**src/rtl/i2c_rm_pkg.sv**
```systemverilog
`timescale 1ns / 1ps
// ----------------------------------------------------------------------------
// i2c_rm_pkg
// Shared types and constants of the I2C register master: command codes,
// configuration register map and reset values, transaction payload structs.
// ----------------------------------------------------------------------------
package i2c_rm_pkg;

  // command codes
  localparam logic [1:0] OP_NONE  = 2'd0;
  localparam logic [1:0] OP_WRITE = 2'd1;
  localparam logic [1:0] OP_READ  = 2'd2;
  localparam logic [1:0] OP_BURST = 2'd3;

  // configuration port
  localparam int CFG_AW = 4;
  localparam int CFG_DW = 32;

  localparam logic [1:0] REG_DEVICE_ADDRESS = 2'd0;
  localparam logic [1:0] REG_QUARTER_PERIOD = 2'd1;
  localparam logic [1:0] REG_ACK_TIMEOUT    = 2'd2;

  localparam logic [6:0]  RST_DEVICE_ADDRESS = 7'd50;
  localparam logic [15:0] RST_QUARTER_PERIOD = 16'd5;
  localparam logic [15:0] RST_ACK_TIMEOUT    = 16'd2250;

  typedef struct packed {
    logic [6:0]  device_address;
    logic [15:0] quarter_period_ticks;
    logic [15:0] ack_timeout_ticks;
  } cfg_t;

  typedef struct packed {
    logic [1:0] op;
    logic [7:0] reg_addr;
    logic [7:0] write_byte;
    logic [7:0] byte_count;
    logic       sda_level;
  } cmd_t;

  typedef struct packed {
    logic       scl_level;
    logic       sda_drive;
    logic       sda_value;
    logic       busy_res;
    logic       read_valid;
    logic [7:0] read_data;
    logic       read_last;
    logic       done_res;
    logic       ack_error;
  } res_t;

endpackage

```
**src/rtl/i2c_rm_if.sv**
```systemverilog
`timescale 1ns / 1ps
// ----------------------------------------------------------------------------
// i2c_rm_in_if / i2c_rm_out_if
// Valid/ready channels carrying one timing tick in and one tick result out.
// ----------------------------------------------------------------------------
interface i2c_rm_in_if;
  logic       valid;
  logic       ready;
  logic [1:0] op;
  logic [7:0] reg_addr;
  logic [7:0] write_byte;
  logic [7:0] byte_count;
  logic       sda_level;

  modport source (output valid, output op, output reg_addr, output write_byte,
                  output byte_count, output sda_level, input ready);
  modport sink (input valid, input op, input reg_addr, input write_byte,
                input byte_count, input sda_level, output ready);
endinterface

interface i2c_rm_out_if;
  logic       valid;
  logic       ready;
  logic       scl_level;
  logic       sda_drive;
  logic       sda_value;
  logic       busy_res;
  logic       read_valid;
  logic [7:0] read_data;
  logic       read_last;
  logic       done_res;
  logic       ack_error;

  modport source (output valid, output scl_level, output sda_drive, output sda_value,
                  output busy_res, output read_valid, output read_data,
                  output read_last, output done_res, output ack_error, input ready);
  modport sink (input valid, input scl_level, input sda_drive, input sda_value,
                input busy_res, input read_valid, input read_data,
                input read_last, input done_res, input ack_error, output ready);
endinterface

```
**src/rtl/i2c_rm_cfg_regs.sv**
```systemverilog
`timescale 1ns / 1ps
// ----------------------------------------------------------------------------
// i2c_rm_cfg_regs
// APB-style configuration registers: device address, slot length, ACK timeout.
// ----------------------------------------------------------------------------
module i2c_rm_cfg_regs (
  input  logic                          clk,
  input  logic                          rst_n,
  input  logic                          psel,
  input  logic                          penable,
  input  logic                          pwrite,
  input  logic [i2c_rm_pkg::CFG_AW-1:0] paddr,
  input  logic [i2c_rm_pkg::CFG_DW-1:0] pwdata,
  output logic [i2c_rm_pkg::CFG_DW-1:0] prdata,
  output logic                          pready,
  output i2c_rm_pkg::cfg_t              cfg
);

  logic [6:0]  dev_r;
  logic [15:0] qtr_r;
  logic [15:0] tmo_r;
  logic        wr_en;
  logic [1:0]  reg_idx;

  assign pready  = 1'b1;
  assign wr_en   = psel & penable & pwrite & pready;
  assign reg_idx = paddr[3:2];

  always_ff @(posedge clk) begin
    if (!rst_n) begin
      dev_r <= i2c_rm_pkg::RST_DEVICE_ADDRESS;
      qtr_r <= i2c_rm_pkg::RST_QUARTER_PERIOD;
      tmo_r <= i2c_rm_pkg::RST_ACK_TIMEOUT;
    end else if (wr_en) begin
      unique case (reg_idx)
        i2c_rm_pkg::REG_DEVICE_ADDRESS: dev_r <= pwdata[6:0];
        i2c_rm_pkg::REG_QUARTER_PERIOD: qtr_r <= pwdata[15:0];
        i2c_rm_pkg::REG_ACK_TIMEOUT:    tmo_r <= pwdata[15:0];
        default: ;
      endcase
    end
  end

  always_comb begin
    unique case (reg_idx)
      i2c_rm_pkg::REG_DEVICE_ADDRESS: prdata = {25'd0, dev_r};
      i2c_rm_pkg::REG_QUARTER_PERIOD: prdata = {16'd0, qtr_r};
      i2c_rm_pkg::REG_ACK_TIMEOUT:    prdata = {16'd0, tmo_r};
      default:                        prdata = '0;
    endcase
  end

  assign cfg.device_address       = dev_r;
  assign cfg.quarter_period_ticks = qtr_r;
  assign cfg.ack_timeout_ticks    = tmo_r;

endmodule

```
**src/rtl/i2c_rm_engine.sv**
```systemverilog
`timescale 1ns / 1ps
// ----------------------------------------------------------------------------
// i2c_rm_engine
// Bit-level I2C master sequencer; advances one step per accepted tick and
// produces the bus levels and status of that tick.
// ----------------------------------------------------------------------------
module i2c_rm_engine (
  input  logic             clk,
  input  logic             rst_n,
  input  logic             step,
  input  i2c_rm_pkg::cmd_t cmd,
  input  i2c_rm_pkg::cfg_t cfg,
  output i2c_rm_pkg::res_t res
);

  localparam logic [4:0] PH_IDLE      = 5'd0;
  localparam logic [4:0] PH_START_A   = 5'd1;
  localparam logic [4:0] PH_START_B   = 5'd2;
  localparam logic [4:0] PH_SEND_PRE  = 5'd3;
  localparam logic [4:0] PH_BIT_SET   = 5'd4;
  localparam logic [4:0] PH_BIT_HIGH  = 5'd5;
  localparam logic [4:0] PH_BIT_LOW   = 5'd6;
  localparam logic [4:0] PH_ACK_SET   = 5'd7;
  localparam logic [4:0] PH_ACK_HIGH  = 5'd8;
  localparam logic [4:0] PH_ACK_POLL  = 5'd9;
  localparam logic [4:0] PH_RD_LOW    = 5'd10;
  localparam logic [4:0] PH_RD_HIGH   = 5'd11;
  localparam logic [4:0] PH_MACK_LOW  = 5'd12;
  localparam logic [4:0] PH_MACK_HIGH = 5'd13;
  localparam logic [4:0] PH_STOP_A    = 5'd14;
  localparam logic [4:0] PH_STOP_B    = 5'd15;
  localparam logic [4:0] PH_STOP_C    = 5'd16;

  logic [4:0]  phase_r, phase_nxt;
  logic [15:0] slot_r, slot_nxt;
  logic [2:0]  bit_r, bit_nxt;
  logic [7:0]  shift_r, shift_nxt;
  logic [7:0]  raddr_r, raddr_nxt;
  logic [7:0]  wbyte_r, wbyte_nxt;
  logic [7:0]  left_r, left_nxt;
  logic [15:0] ackw_r, ackw_nxt;
  logic [1:0]  kind_r, kind_nxt;
  logic [1:0]  acks_r, acks_nxt;
  logic        abort_r, abort_nxt;

  logic        start;
  logic [4:0]  ph_cur;
  logic [15:0] slot_cur;
  logic [16:0] slot_sum;
  logic        slot_hit;
  logic [15:0] slot_adv;
  logic [7:0]  rd_shift;
  logic [7:0]  left_dec;
  logic        rw_bit;

  // a command taken while idle already runs its first start slot this tick
  assign start    = (phase_r == PH_IDLE) && (cmd.op != i2c_rm_pkg::OP_NONE);
  assign ph_cur   = start ? PH_START_A : phase_r;
  assign slot_cur = start ? 16'd0 : slot_r;
  assign slot_sum = {1'b0, slot_cur} + 17'd1;
  assign slot_hit = slot_sum >= {1'b0, cfg.quarter_period_ticks};
  assign slot_adv = slot_hit ? 16'd0 : slot_sum[15:0];
  assign rd_shift = {shift_r[6:0], cmd.sda_level};
  assign left_dec = left_r - 8'd1;
  assign rw_bit   = (kind_r == i2c_rm_pkg::OP_BURST) || (acks_r == 2'd2);

  always_comb begin
    phase_nxt = ph_cur;
    slot_nxt  = slot_cur;
    bit_nxt   = bit_r;
    shift_nxt = shift_r;
    raddr_nxt = raddr_r;
    wbyte_nxt = wbyte_r;
    left_nxt  = left_r;
    ackw_nxt  = ackw_r;
    kind_nxt  = kind_r;
    acks_nxt  = acks_r;
    abort_nxt = abort_r;

    res            = '0;
    res.scl_level  = 1'b1;
    res.sda_drive  = 1'b1;
    res.sda_value  = 1'b1;
    res.busy_res   = 1'b1;

    if (start) begin
      kind_nxt  = cmd.op;
      raddr_nxt = cmd.reg_addr;
      wbyte_nxt = cmd.write_byte;
      left_nxt  = cmd.byte_count;
      acks_nxt  = 2'd0;
      abort_nxt = 1'b0;
    end

    unique case (ph_cur) inside
      PH_START_A: begin
        slot_nxt = slot_adv;
        if (slot_hit) phase_nxt = PH_START_B;
      end
      PH_START_B: begin
        res.sda_value = 1'b0;
        slot_nxt = slot_adv;
        if (slot_hit) begin
          shift_nxt = {cfg.device_address, rw_bit};
          bit_nxt   = 3'd0;
          phase_nxt = PH_SEND_PRE;
        end
      end
      PH_SEND_PRE: begin
        res.scl_level = 1'b0;
        res.sda_value = 1'b0;
        slot_nxt = slot_adv;
        if (slot_hit) phase_nxt = PH_BIT_SET;
      end
      PH_BIT_SET, PH_BIT_HIGH, PH_BIT_LOW: begin
        res.scl_level = (ph_cur == PH_BIT_HIGH);
        res.sda_value = shift_r[7];
        slot_nxt = slot_adv;
        if (slot_hit) begin
          if (ph_cur == PH_BIT_SET) begin
            phase_nxt = PH_BIT_HIGH;
          end else if (ph_cur == PH_BIT_HIGH) begin
            phase_nxt = PH_BIT_LOW;
          end else begin
            shift_nxt = {shift_r[6:0], 1'b0};
            if (bit_r == 3'd7) begin
              bit_nxt   = 3'd0;
              phase_nxt = PH_ACK_SET;
            end else begin
              bit_nxt   = bit_r + 3'd1;
              phase_nxt = PH_BIT_SET;
            end
          end
        end
      end
      PH_ACK_SET: begin
        res.scl_level = 1'b0;
        res.sda_drive = 1'b0;
        res.sda_value = 1'b0;
        slot_nxt = slot_adv;
        if (slot_hit) phase_nxt = PH_ACK_HIGH;
      end
      PH_ACK_HIGH: begin
        res.sda_drive = 1'b0;
        res.sda_value = 1'b0;
        slot_nxt = slot_adv;
        if (slot_hit) begin
          ackw_nxt  = 16'd0;
          phase_nxt = PH_ACK_POLL;
        end
      end
      PH_ACK_POLL: begin
        res.sda_drive = 1'b0;
        res.sda_value = 1'b0;
        if (!cmd.sda_level) begin
          acks_nxt = acks_r + 2'd1;
          slot_nxt = 16'd0;
          phase_nxt = PH_STOP_A;
          case (kind_r)
            i2c_rm_pkg::OP_WRITE: begin
              if (acks_r == 2'd0) begin
                shift_nxt = raddr_r;
                bit_nxt   = 3'd0;
                phase_nxt = PH_SEND_PRE;
              end else if (acks_r == 2'd1) begin
                shift_nxt = wbyte_r;
                bit_nxt   = 3'd0;
                phase_nxt = PH_SEND_PRE;
              end
            end
            i2c_rm_pkg::OP_READ: begin
              if (acks_r == 2'd0) begin
                shift_nxt = raddr_r;
                bit_nxt   = 3'd0;
                phase_nxt = PH_SEND_PRE;
              end else if (acks_r == 2'd1) begin
                phase_nxt = PH_START_A;
              end else begin
                shift_nxt = 8'd0;
                bit_nxt   = 3'd0;
                phase_nxt = PH_RD_LOW;
              end
            end
            i2c_rm_pkg::OP_BURST: begin
              if (left_r != 8'd0) begin
                shift_nxt = 8'd0;
                bit_nxt   = 3'd0;
                phase_nxt = PH_RD_LOW;
              end
            end
            default: ;
          endcase
        end else if (ackw_r >= cfg.ack_timeout_ticks) begin
          abort_nxt = 1'b1;
          slot_nxt  = 16'd0;
          phase_nxt = PH_STOP_A;
        end else begin
          ackw_nxt = ackw_r + 16'd1;
        end
      end
      PH_RD_LOW: begin
        res.scl_level = 1'b0;
        res.sda_drive = 1'b0;
        res.sda_value = 1'b0;
        slot_nxt = slot_adv;
        if (slot_hit) phase_nxt = PH_RD_HIGH;
      end
      PH_RD_HIGH: begin
        res.sda_drive = 1'b0;
        res.sda_value = 1'b0;
        if (slot_cur == 16'd0) begin
          shift_nxt = rd_shift;
          if (bit_r == 3'd7) begin
            bit_nxt        = 3'd0;
            res.read_valid = 1'b1;
            res.read_data  = rd_shift;
            res.read_last  = (kind_r == i2c_rm_pkg::OP_BURST) ? (left_r == 8'd1) : 1'b1;
          end else begin
            bit_nxt = bit_r + 3'd1;
          end
        end
        slot_nxt = slot_adv;
        if (slot_hit) phase_nxt = (bit_nxt == 3'd0) ? PH_MACK_LOW : PH_RD_LOW;
      end
      PH_MACK_LOW: begin
        res.scl_level = 1'b0;
        res.sda_value = 1'b0;
        slot_nxt = slot_adv;
        if (slot_hit) phase_nxt = PH_MACK_HIGH;
      end
      PH_MACK_HIGH: begin
        res.sda_value = 1'b0;
        slot_nxt = slot_adv;
        if (slot_hit) begin
          phase_nxt = PH_STOP_A;
          if (kind_r == i2c_rm_pkg::OP_BURST) begin
            left_nxt = left_dec;
            if (left_dec != 8'd0) begin
              shift_nxt = 8'd0;
              bit_nxt   = 3'd0;
              phase_nxt = PH_RD_LOW;
            end
          end
        end
      end
      PH_STOP_A: begin
        res.scl_level = 1'b0;
        res.sda_value = 1'b0;
        slot_nxt = slot_adv;
        if (slot_hit) phase_nxt = PH_STOP_B;
      end
      PH_STOP_B: begin
        res.sda_value = 1'b0;
        slot_nxt = slot_adv;
        if (slot_hit) phase_nxt = PH_STOP_C;
      end
      PH_STOP_C: begin
        slot_nxt = slot_adv;
        if (slot_hit) begin
          res.done_res  = 1'b1;
          res.ack_error = abort_r;
          phase_nxt     = PH_IDLE;
        end
      end
      default: begin
        res.busy_res = 1'b0;
        phase_nxt    = PH_IDLE;
      end
    endcase
  end

  always_ff @(posedge clk) begin
    if (!rst_n) begin
      phase_r <= PH_IDLE;
      slot_r  <= '0;
      bit_r   <= '0;
      shift_r <= '0;
      raddr_r <= '0;
      wbyte_r <= '0;
      left_r  <= '0;
      ackw_r  <= '0;
      kind_r  <= '0;
      acks_r  <= '0;
      abort_r <= 1'b0;
    end else if (step) begin
      phase_r <= phase_nxt;
      slot_r  <= slot_nxt;
      bit_r   <= bit_nxt;
      shift_r <= shift_nxt;
      raddr_r <= raddr_nxt;
      wbyte_r <= wbyte_nxt;
      left_r  <= left_nxt;
      ackw_r  <= ackw_nxt;
      kind_r  <= kind_nxt;
      acks_r  <= acks_nxt;
      abort_r <= abort_nxt;
    end
  end

endmodule

```
**src/rtl/i2c_register_master_core.sv**
```systemverilog
`timescale 1ns / 1ps
// ----------------------------------------------------------------------------
// i2c_register_master_core
// I2C master for register write, register read and burst read; one timing
// tick in, one bus/status transaction out.
// A tick's result is registered into the output register when the tick is accepted.
// Throughput: one tick per clock while results are taken; a waiting result stalls the input.
// A taken result frees the output register in the same cycle for the next tick.
// Reset (rst_n low, synchronous): sequencer idle, output empty, config at
// reset values.
// ----------------------------------------------------------------------------
module i2c_register_master_core (
  input  logic                          clk,
  input  logic                          rst_n,
  i2c_rm_in_if.sink                     in_ch,
  i2c_rm_out_if.source                  out_ch,
  input  logic                          psel,
  input  logic                          penable,
  input  logic                          pwrite,
  input  logic [i2c_rm_pkg::CFG_AW-1:0] paddr,
  input  logic [i2c_rm_pkg::CFG_DW-1:0] pwdata,
  output logic [i2c_rm_pkg::CFG_DW-1:0] prdata,
  output logic                          pready
);

  i2c_rm_pkg::cfg_t cfg;
  i2c_rm_pkg::cmd_t cmd;
  i2c_rm_pkg::res_t res_nxt;
  i2c_rm_pkg::res_t res_r;
  logic             out_valid_r;
  logic             take;

  assign in_ch.ready = !out_valid_r || out_ch.ready;
  assign take        = in_ch.valid && in_ch.ready;

  assign cmd.op         = in_ch.op;
  assign cmd.reg_addr   = in_ch.reg_addr;
  assign cmd.write_byte = in_ch.write_byte;
  assign cmd.byte_count = in_ch.byte_count;
  assign cmd.sda_level  = in_ch.sda_level;

  i2c_rm_cfg_regs u_cfg_regs (
    .clk     (clk),
    .rst_n   (rst_n),
    .psel    (psel),
    .penable (penable),
    .pwrite  (pwrite),
    .paddr   (paddr),
    .pwdata  (pwdata),
    .prdata  (prdata),
    .pready  (pready),
    .cfg     (cfg)
  );

  i2c_rm_engine u_engine (
    .clk   (clk),
    .rst_n (rst_n),
    .step  (take),
    .cmd   (cmd),
    .cfg   (cfg),
    .res   (res_nxt)
  );

  always_ff @(posedge clk) begin
    if (!rst_n) begin
      out_valid_r <= 1'b0;
    end else if (take) begin
      out_valid_r <= 1'b1;
    end else if (out_ch.ready) begin
      out_valid_r <= 1'b0;
    end
  end

  always_ff @(posedge clk) begin
    if (take) begin
      res_r <= res_nxt;
    end
  end

  assign out_ch.valid      = out_valid_r;
  assign out_ch.scl_level  = res_r.scl_level;
  assign out_ch.sda_drive  = res_r.sda_drive;
  assign out_ch.sda_value  = res_r.sda_value;
  assign out_ch.busy_res   = res_r.busy_res;
  assign out_ch.read_valid = res_r.read_valid;
  assign out_ch.read_data  = res_r.read_data;
  assign out_ch.read_last  = res_r.read_last;
  assign out_ch.done_res   = res_r.done_res;
  assign out_ch.ack_error  = res_r.ack_error;

endmodule

```
**src/flat_wrapper.sv**
```systemverilog
// flat-port wrapper written by rule: the top's interface ports become plain ports
module i2c_register_master_core_flat 
  (clk, rst_n, psel, penable, pwrite, paddr, pwdata, prdata, pready, in_ch_valid, in_ch_op, in_ch_reg_addr, in_ch_write_byte, in_ch_byte_count, in_ch_sda_level, in_ch_ready, out_ch_valid, out_ch_scl_level, out_ch_sda_drive, out_ch_sda_value, out_ch_busy_res, out_ch_read_valid, out_ch_read_data, out_ch_read_last, out_ch_done_res, out_ch_ack_error, out_ch_ready);
  i2c_rm_in_if in_ch_i ();
  i2c_rm_out_if out_ch_i ();
  input  logic clk;
  input  logic rst_n;
  input  logic psel;
  input  logic penable;
  input  logic pwrite;
  input  logic [i2c_rm_pkg::CFG_AW-1:0] paddr;
  input  logic [i2c_rm_pkg::CFG_DW-1:0] pwdata;
  output logic [i2c_rm_pkg::CFG_DW-1:0] prdata;
  output logic pready;
  input wire logic [$bits(in_ch_i.valid)-1:0] in_ch_valid;
  input wire logic [$bits(in_ch_i.op)-1:0] in_ch_op;
  input wire logic [$bits(in_ch_i.reg_addr)-1:0] in_ch_reg_addr;
  input wire logic [$bits(in_ch_i.write_byte)-1:0] in_ch_write_byte;
  input wire logic [$bits(in_ch_i.byte_count)-1:0] in_ch_byte_count;
  input wire logic [$bits(in_ch_i.sda_level)-1:0] in_ch_sda_level;
  output wire logic [$bits(in_ch_i.ready)-1:0] in_ch_ready;
  output wire logic [$bits(out_ch_i.valid)-1:0] out_ch_valid;
  output wire logic [$bits(out_ch_i.scl_level)-1:0] out_ch_scl_level;
  output wire logic [$bits(out_ch_i.sda_drive)-1:0] out_ch_sda_drive;
  output wire logic [$bits(out_ch_i.sda_value)-1:0] out_ch_sda_value;
  output wire logic [$bits(out_ch_i.busy_res)-1:0] out_ch_busy_res;
  output wire logic [$bits(out_ch_i.read_valid)-1:0] out_ch_read_valid;
  output wire logic [$bits(out_ch_i.read_data)-1:0] out_ch_read_data;
  output wire logic [$bits(out_ch_i.read_last)-1:0] out_ch_read_last;
  output wire logic [$bits(out_ch_i.done_res)-1:0] out_ch_done_res;
  output wire logic [$bits(out_ch_i.ack_error)-1:0] out_ch_ack_error;
  input wire logic [$bits(out_ch_i.ready)-1:0] out_ch_ready;
  assign in_ch_i.valid = in_ch_valid;
  assign in_ch_i.op = in_ch_op;
  assign in_ch_i.reg_addr = in_ch_reg_addr;
  assign in_ch_i.write_byte = in_ch_write_byte;
  assign in_ch_i.byte_count = in_ch_byte_count;
  assign in_ch_i.sda_level = in_ch_sda_level;
  assign in_ch_ready = in_ch_i.ready;
  assign out_ch_valid = out_ch_i.valid;
  assign out_ch_scl_level = out_ch_i.scl_level;
  assign out_ch_sda_drive = out_ch_i.sda_drive;
  assign out_ch_sda_value = out_ch_i.sda_value;
  assign out_ch_busy_res = out_ch_i.busy_res;
  assign out_ch_read_valid = out_ch_i.read_valid;
  assign out_ch_read_data = out_ch_i.read_data;
  assign out_ch_read_last = out_ch_i.read_last;
  assign out_ch_done_res = out_ch_i.done_res;
  assign out_ch_ack_error = out_ch_i.ack_error;
  assign out_ch_i.ready = out_ch_ready;
  i2c_register_master_core u_core (.clk(clk), .rst_n(rst_n), .in_ch(in_ch_i), .out_ch(out_ch_i), .psel(psel), .penable(penable), .pwrite(pwrite), .paddr(paddr), .pwdata(pwdata), .prdata(prdata), .pready(pready));
endmodule
```
**config.mk**
```make
export PLATFORM = sky130hd
export DESIGN_NAME = i2c_register_master_core_flat
export DESIGN_NICKNAME = d
export VERILOG_FILES = /design/src/rtl/i2c_rm_pkg.sv /design/src/rtl/i2c_rm_if.sv /design/src/rtl/i2c_rm_cfg_regs.sv /design/src/rtl/i2c_rm_engine.sv /design/src/rtl/i2c_register_master_core.sv /design/src/flat_wrapper.sv
export SDC_FILE = /design/constraint.sdc
export NUM_CORES = 1
export LEC_CHECK = 0
export BUFFER_PORTS_ARGS = -buffer_cell sky130_fd_sc_hd__buf_4
export CAP_MARGIN = 40
export CORE_UTILIZATION = 45
export CTS_CLUSTER_DIAMETER = 60
export DETAILED_ROUTE_END_ITERATION = 10
export MAX_ROUTING_LAYER = met4
export PLACE_DENSITY = 0.71
export SLEW_MARGIN = 20
export SYNTH_ARGS = -nofsm -noshare
export SYNTH_HDL_FRONTEND = slang
export SYNTH_SLANG_ARGS = --single-unit
export TNS_END_PERCENT = 50
```
**constraint.sdc**
```tcl
create_clock -name clk -period 5.2 [get_ports clk]
set_input_delay 0.78 -clock clk [delete_from_list [all_inputs] [get_ports clk]]
set_output_delay 0.78 -clock clk [all_outputs]
set_load 0.05 [all_outputs]
```
## Yosys cells after proc, flatten, opt, wreduce, memory -nomap -nowiden

Index checks and enable logic that the tools add are counted.

| word-level totals | value |
|---|---|
| output and inout port bits | 51 |
| input port bits | 70 |
| logic and storage cells | 199 |
| flip-flop bits (word level) | 133 |

| operators by class | value |
|---|---|
| muxes and demuxes | 93 |
| add/sub/neg operators | 5 |
| $lt $le $gt $ge | 2 |
| bitwise gates (word level) | 2 |
| reduce and logical (&&, ||, !) cells | 32 |
| eq/ne operators | 41 |

Operators with widths:

| cell | count |
|---|---|
| 2-to-1 mux 8 bit | 18 |
| 2-to-1 mux 16 bit | 7 |
| 2-to-1 mux 5 bit | 18 |
| one-hot mux 5 bit (14 select lines) | 1 |
| one-hot mux 16 bit (2 select lines) | 2 |
| 2-to-1 mux 3 bit | 20 |
| one-hot mux 16 bit (3 select lines) | 1 |
| equality test 5 x 4 -> 1 bit, second input constant | 8 |
| one-hot mux 8 bit (5 select lines) | 1 |
| one-hot mux 8 bit (3 select lines) | 1 |
| equality test 5 x 3 -> 1 bit, second input constant | 4 |
| != test 2 bit, second input constant | 9 |
| adder 16 x 1 -> 17 bit, second input constant | 1 |
| greater-or-equal comparator 17 x 16 -> 1 bit | 1 |
| adder 16 x 1 -> 16 bit, second input constant | 1 |
| greater-or-equal comparator 16 bit | 1 |
| logical NOT 16 bit | 1 |
| 2-to-1 mux 4 bit | 4 |
| nonzero test 8 bit | 2 |
| OR reduction 16 bit | 1 |
| one-hot mux 3 bit (5 select lines) | 1 |
| AND reduction 15 bit | 1 |
| OR reduction 15 bit | 1 |
| AND reduction 14 bit | 1 |
| other kinds (35) | 69 |

## Logic depth before layout (Yosys ltp)

Gate-level depths: netlist (run 1).

| logic depth | value |
|---|---|
| depth in word-level cells | 10 |
| gate-level depth with buffers | 22 |

## Modules after synthesis

A second synthesis (run 1) with hierarchy kept.

| unflattened totals | value |
|---|---|
| cell total of the unflattened synthesis | 996 |
| area total of the unflattened synthesis | 8305.5 um^2 |

Modules (own cells, without submodules):

| module | cells each | area each (um^2) | sequential area each (um^2) | instances |
|---|---|---|---|---|
| i2c_rm_engine | 760 | 5799.3 | 1541.5 | 1 |
| i2c_rm_cfg_regs | 215 | 1968.1 | 780.7 | 1 |
| i2c_register_master_core | 21 | 538.0 | 500.5 | 1 |

## Worst setup path after synthesis (run 1)

Ideal clock, no wire load.

| path | value |
|---|---|
| kind | in2reg |
| from | input port in_ch_op[0] |
| to | register u_core.u_engine.shift_r[1] |
| cell stages on the path | 21 |
| path slack | 262 ps |
| data arrival time | 4851 ps |
| setup time | 87 ps |
| required time | 5113 ps |
| path through | nor2_1 > or3_4 > clkbuf_1 > nand2_1 > inv_1 > ha_1 > and2_1 > nor4b_1 > nand3_1 > xor2_1 > nor2_1 > ha_1 > a21o_1 > a221o_1 > or4_1 > buf_4 > buf_6 > o221ai_4 > buf_4 > nand3_1 > o31ai_1 |

| between the ends | value |
|---|---|
| longest elaborated chain between the ends | 7 |

RTL lines:

| element | line | source |
|---|---|---|
| start, declared | flat_wrapper.sv:16 | `input wire logic [$bits(in_ch_i.op)-1:0] in_ch_op;` |
| nonzero test 2 bit (*) | i2c_rm_engine.sv:57 | `assign start = (phase_r == PH_IDLE) && (cmd.op != i2c_rm_pkg::OP_NONE);` |
| logical AND 1 bit (*) | i2c_rm_engine.sv:57 |  |
| 2-to-1 mux 16 bit / 2-to-1 mux 5 bit (equally long branches) | i2c_rm_engine.sv:59, i2c_rm_engine.sv:58 |  |
| adder 16 x 1 -> 17 bit (tied with other cells) | i2c_rm_engine.sv:60 | `assign slot_sum = {1'b0, slot_cur} + 17'd1;` |
| greater-or-equal comparator 17 x 16 -> 1 bit / OR reduction 3 bit (equally long branches) | i2c_rm_engine.sv:61, i2c_rm_engine.sv:95 |  |
| != test 2 bit (no source line) / nonzero test 5 bit (equally long branches) | n/a |  |
| AND reduction 15 bit (no source line) | n/a |  |
| end signal, assigned | i2c_rm_engine.sv:289 | `shift_r <= shift_nxt;` |
| end, declared | i2c_rm_engine.sv:37 | `logic [7:0] shift_r, shift_nxt;` |

Mark *: on every way between the ends. The rest lies on a longest branch, timed or not.
A chain may end at the register's enable or synchronous reset.

## Final worst setup path (run 1)

| path | value |
|---|---|
| from | register u_core.u_engine.phase_r[4] |
| to | register u_core.u_engine.left_r[3] |

| between the ends | value |
|---|---|
| longest elaborated chain between the ends | 7 |

RTL lines:

| element | line | source |
|---|---|---|
| start, declared | i2c_rm_engine.sv:34 | `logic [4:0] phase_r, phase_nxt;` |
| start signal, assigned | i2c_rm_engine.sv:286 | `phase_r <= phase_nxt;` |
| logical NOT 5 bit | i2c_rm_engine.sv:57 |  |
| logical AND 1 bit | i2c_rm_engine.sv:57 |  |
| 2-to-1 mux 16 bit | i2c_rm_engine.sv:59 | `assign slot_cur = start ? 16'd0 : slot_r;` |
| adder 16 x 1 -> 17 bit | i2c_rm_engine.sv:60 |  |
| greater-or-equal comparator 17 x 16 -> 1 bit | i2c_rm_engine.sv:61 | `assign slot_hit = slot_sum >= {1'b0, cfg.quarter_period_ticks};` |
| 2-to-1 mux 8 bit | i2c_rm_engine.sv:234 | `if (slot_hit) begin` |
| 2-to-1 mux 8 bit (*) | i2c_rm_engine.sv:95 | `unique case (ph_cur) inside` |
| end signal, assigned | i2c_rm_engine.sv:292 | `left_r <= left_nxt;` |
| end, declared | i2c_rm_engine.sv:40 | `logic [7:0] left_r, left_nxt;` |

Marks and branches as above.

==> flow_summary_export.csv, run 1 <==
group,metric,value,unit
place,io_buffers,85,
synthesis,synth_top_area_cell,"dfxtp_1",
power_and_ir_drop,seqPwrFrac,40.7,%
floorplanning,rows,48,
grt,grt_first_pass_wirelength,34800,um
finish,final_cells,1305,
setup_path,crit_type,"flip-flop to flip-flop",
grt,overflow,0,
finish,drive_above_1_share,14.4,%
synthesis,synthArstFlopShare,0,%
drt,via_count,7525,
drt,dr.pass1.iters,5,
sta,finalHoldViolations,0,
cts,cts_max_level,4,
outcome,status,"completed",
job,cap_violations,0,
synthesis,ys_warn_count,0,
setup_path,start_kind,"flip-flop",
cts,cts_setup_buffers,0,
sta,period_minus_slack,4.75,ns
sta,period_share,91.3,%
synthesis,yosys_most_used_dff,"dfxtp_1",
sta,worstMarginPinSlew,0.793,ns
floorplanning,io_pins,121,
synthesis,avgSynthCellArea,7.86,um^2
cts,cts-root-buf,"clkbuf_16",
power_and_ir_drop,power_leakage,3.61,nW
sta,max_slew_margin,47.1,%
cts,cts_tree,"yes",
synthesis,synth_cell_type_count,68,
setup_path,cp.required,5.50,ns
cts,cts.sinks,133,
cts,clk_pin_slew,0.06,ns
drt,vias_per_cell,5.77,
power_and_ir_drop,irDropWorstVdd,288,uV
grt,antenna_found_initial,0,
floorplanning,initial_core_util,45.9,%
power_and_ir_drop,p_clk_share,45.9,%
sta,setup_violations,0,
floorplanning,die_h,134,um
cts,insertion_delay,0.43,ns
power_and_ir_drop,comb_power_share,13.3,%
sta,fmax,211,MHz
power_and_ir_drop,p_int,1.92,mW
synthesis,syn-instance-count,1002,
drt,drtIter0Drc,706,
finish,syn2layout_area_growth,17.9,%
sta,slew_violations,0,
drt,antenna_left,0,
sta,fin_skew,0.00919,ns
cts,ctsLongestPathBuffers,2,
floorplanning,core-area,17200,um^2
grt,grtUsageTotal,25.1,%
finish,diodes,0,
finish,nNetsFinal,1185,
setup_path,crit_path_end_kind,"flip-flop",
synthesis,ys_seq_area_share,35.8,%
cts,ctsHoldBuffers,0,
sta,whs,0.454,ns
place,dp_hpwl,15100,um
floorplanning,dieArea,18000,um^2
cts,cts_resized,0,
synthesis,synth_area_leaders,"dfxtp_1, nand2_1, ha_1",
drt,wl_per_cell,16.3,um
floorplanning,dieWidth,134,um
cts,cts_buffers,17,
sta,setup_tns,0,ns
setup_path,critPathArrivalTime,5.05,ns
place,dp.cells,1272,
power_and_ir_drop,powerDensity,288,nW/um^2
sta,rsz0062_at_grt,"false",
grt,grt_pass1_vias,7051,
synthesis,yosysTopAreaCellShare,29.7,%
grt,grt_max_degree,44,
drt,wirelength,21200,um
synthesis,synth_edf_count,16,
power_and_ir_drop,swShare,28.2,%
place,place_congestion,0.912,
drt,route.detailed.drc,0,
setup_path,crit_fanout,25,
synthesis,synth_area,7880,um^2
power_and_ir_drop,netSwitchingPower,0.755,mW
synthesis,synth-seq-cells,133,
min_path,min-delay-path-class,"flip-flop to flip-flop",
## layout make-up
cell class	instances	area, um^2
inverters	53	199
fillers	1663	7890
multi-input cells	750	4530
well taps	225	282
clock buffers	21	493
clock inverters	11	111
repair buffers	112	847
flip-flops and latches	133	2820
## metrics by stage
step	util, %	instance area, um^2	total power [mW]	setup WS, ns
detailed placement	50.5	8680	1.47	0.244
global route	54.1	9290	2.77	0.236
floorplan	-	7930	1.35	0.262
CTS	54.0	9280	2.69	0.479
finish	54.1	9290	2.68	0.450
global placement	50.4	8660	1.46	0.212
## synthesized netlist by cell type (6+ instances only)
library cell / count
nand2_1: 164
dfxtp_1: 117
a21oi_1: 95
nor2_1: 69
clkbuf_1: 52
inv_1: 52
ha_1: 48
o21ai_0: 44
nand3_1: 40
and2_1: 19
buf_4: 19
or3_1: 17
edfxtp_1: 16
nand4_1: 15
a22oi_1: 13
a22o_1: 12
nor3_1: 12
nor3b_1: 12
o31ai_1: 11
a221oi_1: 10
and3_1: 10
o211ai_1: 10
xnor2_1: 8
and4_1: 7
mux2i_1: 7
nor4_1: 7
xor2_1: 7
a211o_1: 6
a211oi_1: 6
a21o_1: 6
a31oi_1: 6
o21ai_1: 6
## power by group through the flow
stage / clock [mW] / sequential [mW] / combinational [mW]
2_1_floorplan: 0 / 1.13 / 0.228
3_3_place_gp: 0 / 1.11 / 0.350
3_5_place_dp: 0 / 1.11 / 0.354
4_1_cts: 1.24 / 1.09 / 0.355
5_1_grt: 1.29 / 1.09 / 0.386
6_report: 1.23 / 1.09 / 0.358
## state kept, by name, summed over array words and instances, names as in the netlist, 7 cells and up
signal / cells
u_core.u_cfg_regs.qtr_r: 16
u_core.u_cfg_regs.tmo_r: 16
u_core.u_engine.ackw_r: 16
u_core.u_engine.slot_r: 16
u_core.out_ch.read_data: 8
u_core.u_engine.left_r: 8
u_core.u_engine.raddr_r: 8
u_core.u_engine.shift_r: 8
u_core.u_engine.wbyte_r: 8
u_core.u_cfg_regs.dev_r: 7
## cells by family (layout without fill, tap and decap cells)
| family | after synthesis | in the layout | share of synthesized area (%) |
|---|---|---|---|
| and+or+nand+nor | 399 | 399 | 24.5 |
| AOI/OAI and AO/OA | 263 | 263 | 21.7 |
| buffers and inverters | 134 | 197 | 7.54 |
| DFF | 133 | 133 | 35.8 |
| adders and majority gates | 48 | 48 | 7.62 |
| xor gates and xnor gates | 15 | 15 | 1.67 |
| muxes | 8 | 8 | 1.03 |
| other | 2 | 17 | 0.0953 |
## path summary, 6_finish.rpt
| kind | depth (start not counted) | to | slack [ns] | from |
|---|---|---|---|---|
| worst max-delay path | 18 | u_core.u_engine.left_r[3] | 0.45 | u_core.u_engine.phase_r[4] |
| worst max register to register | 18 | u_core.u_engine.left_r[3] | 0.45 | u_core.u_engine.phase_r[4] |
| worst min register to register | 2 | u_core.u_engine.wbyte_r[2] | 0.45 | u_core.u_engine.wbyte_r[2] |
| worst min-delay path | 2 | u_core.u_engine.wbyte_r[2] | 0.45 | u_core.u_engine.wbyte_r[2] |
## layer usage
layer  track usage (%)  vias to the layer above  routed length, um
li1                  -                     3685                  -
met1              31.3                     3564               9360
met2              40.0                      245              10200
met3              5.44                       31               1290
met4              8.55                        0                402
met5                 -                        -                  0
## cells in the final DEF, fill, tap and decap left out, types with 12 or more instances in the layout
master       n
a22o_1      12
edfxtp_1    16
nand3_1     40
a22oi_1     13
conb_1      17
buf_4      109
o21ai_0     44
and2_1      19
clkbuf_16   19
dfxtp_1    117
or3_1       17
nand4_1     15
nor2_1      69
ha_1        48
nand2_1    164
a21oi_1     95
inv_1       52
## worst max-delay path, cell delays in order, from the launching register on
cell	delay [ns]
dfxtp_1	0.31
or3_4	0.45
or3_4	0.36
and2_1	0.18
ha_1	0.20
and2_1	0.21
nor4b_1	0.16
buf_4	0.15
nand3_1	0.09
xor2_1	0.15
nor2_1	0.08
ha_1	0.31
a21o_1	0.16
a221o_1	0.33
or4_1	0.56
buf_12	0.20
and3_1	0.27
o21ai_1	0.31
a221oi_1	0.14
Power figures use the tool's default switching activity.
==> inputs of run 2 (changes only) <==
Settings changed: MAX_ROUTING_LAYER met4 to unset.
==> run 2 against run 1 <==
Effect of this change:
- via count fell by 0.57%
- clock power fell by 9.8%
- critical path depth rose by 2
- critical path type unchanged
==> flow_summary_export.csv, run 2 (synthesis gave the netlist of run 1 again) <==
group,metric,value,unit
outcome,status,"completed",
power_and_ir_drop,p_clk_share,43.5,%
drt,vias_per_cell,5.74,
sta,period_minus_slack,4.74,ns
grt,met1_usage,30.4,%
place,dp_hpwl,15000,um
grt,grt_pass1_vias,7018,
cts,cts_buffers,17,
grt,grtUsageTotal,23.9,%
cts,ctsLongestPathBuffers,2,
grt,grt_use_met2,39.5,%
grt,grt_max_degree,53,
finish,fill_cells,1658,
grt,grt_most_used_layer,"met2",
cts,ctsHoldBuffers,0,
floorplanning,dieWidth,134,um
floorplanning,io_pins,121,
cts,cts.sinks,133,
setup_path,crit_type,"flip-flop to flip-flop",
job,cap_violations,0,
power_and_ir_drop,irDropWorstVdd,234,uV
sta,worstMarginPinSlew,0.716,ns
floorplanning,core-area,17200,um^2
power_and_ir_drop,swShare,29.4,%
cts,insertion_delay,0.43,ns
cts,cts_tree,"yes",
sta,whs,0.454,ns
setup_path,reg2reg_depth,20,
setup_path,crit_path_end_kind,"flip-flop",
finish,final_common_cell,"nand2_1",
sta,period_share,91.1,%
cts,clk_pin_slew,0.06,ns
grt,grtUsageMet3,5.40,%
setup_path,start_kind,"flip-flop",
drt,dr.pass1.iters,5,
cts,cts_setup_buffers,0,
cts,cts_resized,0,
sta,fin_skew,0.00998,ns
grt,overflow,0,
sta,slew_violations,0,
drt,drtIter0Drc,661,
cts,cts-root-buf,"clkbuf_16",
sta,setup_tns,0,ns
setup_path,critPathArrivalTime,5.03,ns
sta,fmax,211,MHz
min_path,min-delay-path-class,"flip-flop to flip-flop",
sta,max_slew_margin,51.0,%
sta,rsz0062_at_grt,"false",
finish,nNetsFinal,1184,
grt,antenna_found_initial,0,
floorplanning,rows,48,
drt,antenna_left,0,
power_and_ir_drop,p_int,1.80,mW
finish,mostFrequentLayoutCells,"nand2_1, dfxtp_1, buf_4",
place,io_buffers,85,
setup_path,cp_cell_sequence,"or3_4 -> or3_4 -> nand2_1 -> inv_1 -> ha_1 -> and2_1 -> nor4b_1 -> buf_4 -> nand3_1 -> xor2_1 -> nor2_1 -> ha_1 -> a21o_1 -> a221o_1 -> or4_1 -> buf_12 -> o221ai_2 -> buf_4 -> or4_1 -> a21oi_1",
power_and_ir_drop,powerDensity,277,nW/um^2
floorplanning,initial_core_util,45.9,%
grt,grt_first_pass_wirelength,34100,um
finish,drive_above_1_share,14.4,%
place,place_congestion,0.912,
finish,diodes,0,
floorplanning,dieArea,18000,um^2
min_path,hold_depth,2,
finish,syn2layout_area_growth,17.0,%
drt,wl_per_cell,16.0,um
setup_path,cp.required,5.49,ns
floorplanning,die_h,134,um
power_and_ir_drop,seqPwrFrac,42.7,%
drt,route.detailed.drc,0,
setup_path,slowest_delay,0.56,ns
drt,via_count,7482,
drt,wirelength,20900,um
power_and_ir_drop,comb_power_share,13.9,%
power_and_ir_drop,netSwitchingPower,0.752,mW
power_and_ir_drop,power_leakage,3.57,nW
cts,cts_max_level,4,
sta,finalHoldViolations,0,
setup_path,crit_fanout,32,
sta,setup_violations,0,
setup_path,slowest_stage,"or4_1",
## run 2: metrics by stage
| step | instances | power [mW] | cell area (um^2) | utilization, % | setup WS (ns) |
|---|---|---|---|---|---|
| floorplan | 1017 | 1.35 | 7930 | - | 0.262 |
| global placement | 1267 | 1.46 | 8640 | 50.3 | 0.227 |
| detailed placement | 1271 | 1.46 | 8670 | 50.5 | 0.230 |
| CTS | 1303 | 2.57 | 9210 | 53.6 | 0.494 |
| global route | 1304 | 2.65 | 9220 | 53.7 | 0.192 |
| finish | 1304 | 2.56 | 9220 | 53.7 | 0.461 |
## run 2: worst max-delay path: cells and delay by family (launching register included)
family	cells	cell delay, ns
compound gates	4	0.70
xor+xnor	1	0.15
fa+ha+maj	2	0.53
buf+inv	4	0.69
flops	1	0.32
simple gates	9	2.16
## run 2: worst paths after layout
| path | endpoint | from | slack [ns] |
|---|---|---|---|
| hold reg to reg | u_core.u_engine.wbyte_r[3] | u_core.u_engine.wbyte_r[3] | 0.45 |
| setup reg to reg | u_core.u_engine.ackw_r[15] | u_core.u_engine.phase_r[4] | 0.46 |
| setup / recovery | u_core.u_engine.ackw_r[15] | u_core.u_engine.phase_r[4] | 0.46 |
| hold / removal | u_core.u_engine.wbyte_r[3] | u_core.u_engine.wbyte_r[3] | 0.45 |
## run 2: layout make-up
type / instances / area [um^2] / share of cell area (%)
timing repair buffer: 111 / 840 / 9.11
inverter: 53 / 199 / 2.16
clock buffer: 17 / 425 / 4.62
sequential: 133 / 2820 / 30.6
tap: 225 / 282 / 3.05
multi-input combinational: 750 / 4530 / 49.2
clock inverter: 15 / 118 / 1.28
## run 2: routing by layer
metal,part of all wire [%],vias up
li1,-,3675
met1,45,3538
met2,48,231
met3,5.5,38
met4,2.2,0
met5,0,-
## run 2: power by group through the flow
stage	registers (mW)	clock network [mW]	logic [mW]
2_1_floorplan	1.13	0	0.228
5_1_grt	1.09	1.18	0.385
6_report	1.09	1.11	0.354
3_5_place_dp	1.11	0	0.351
3_3_place_gp	1.11	0	0.346
4_1_cts	1.09	1.13	0.352
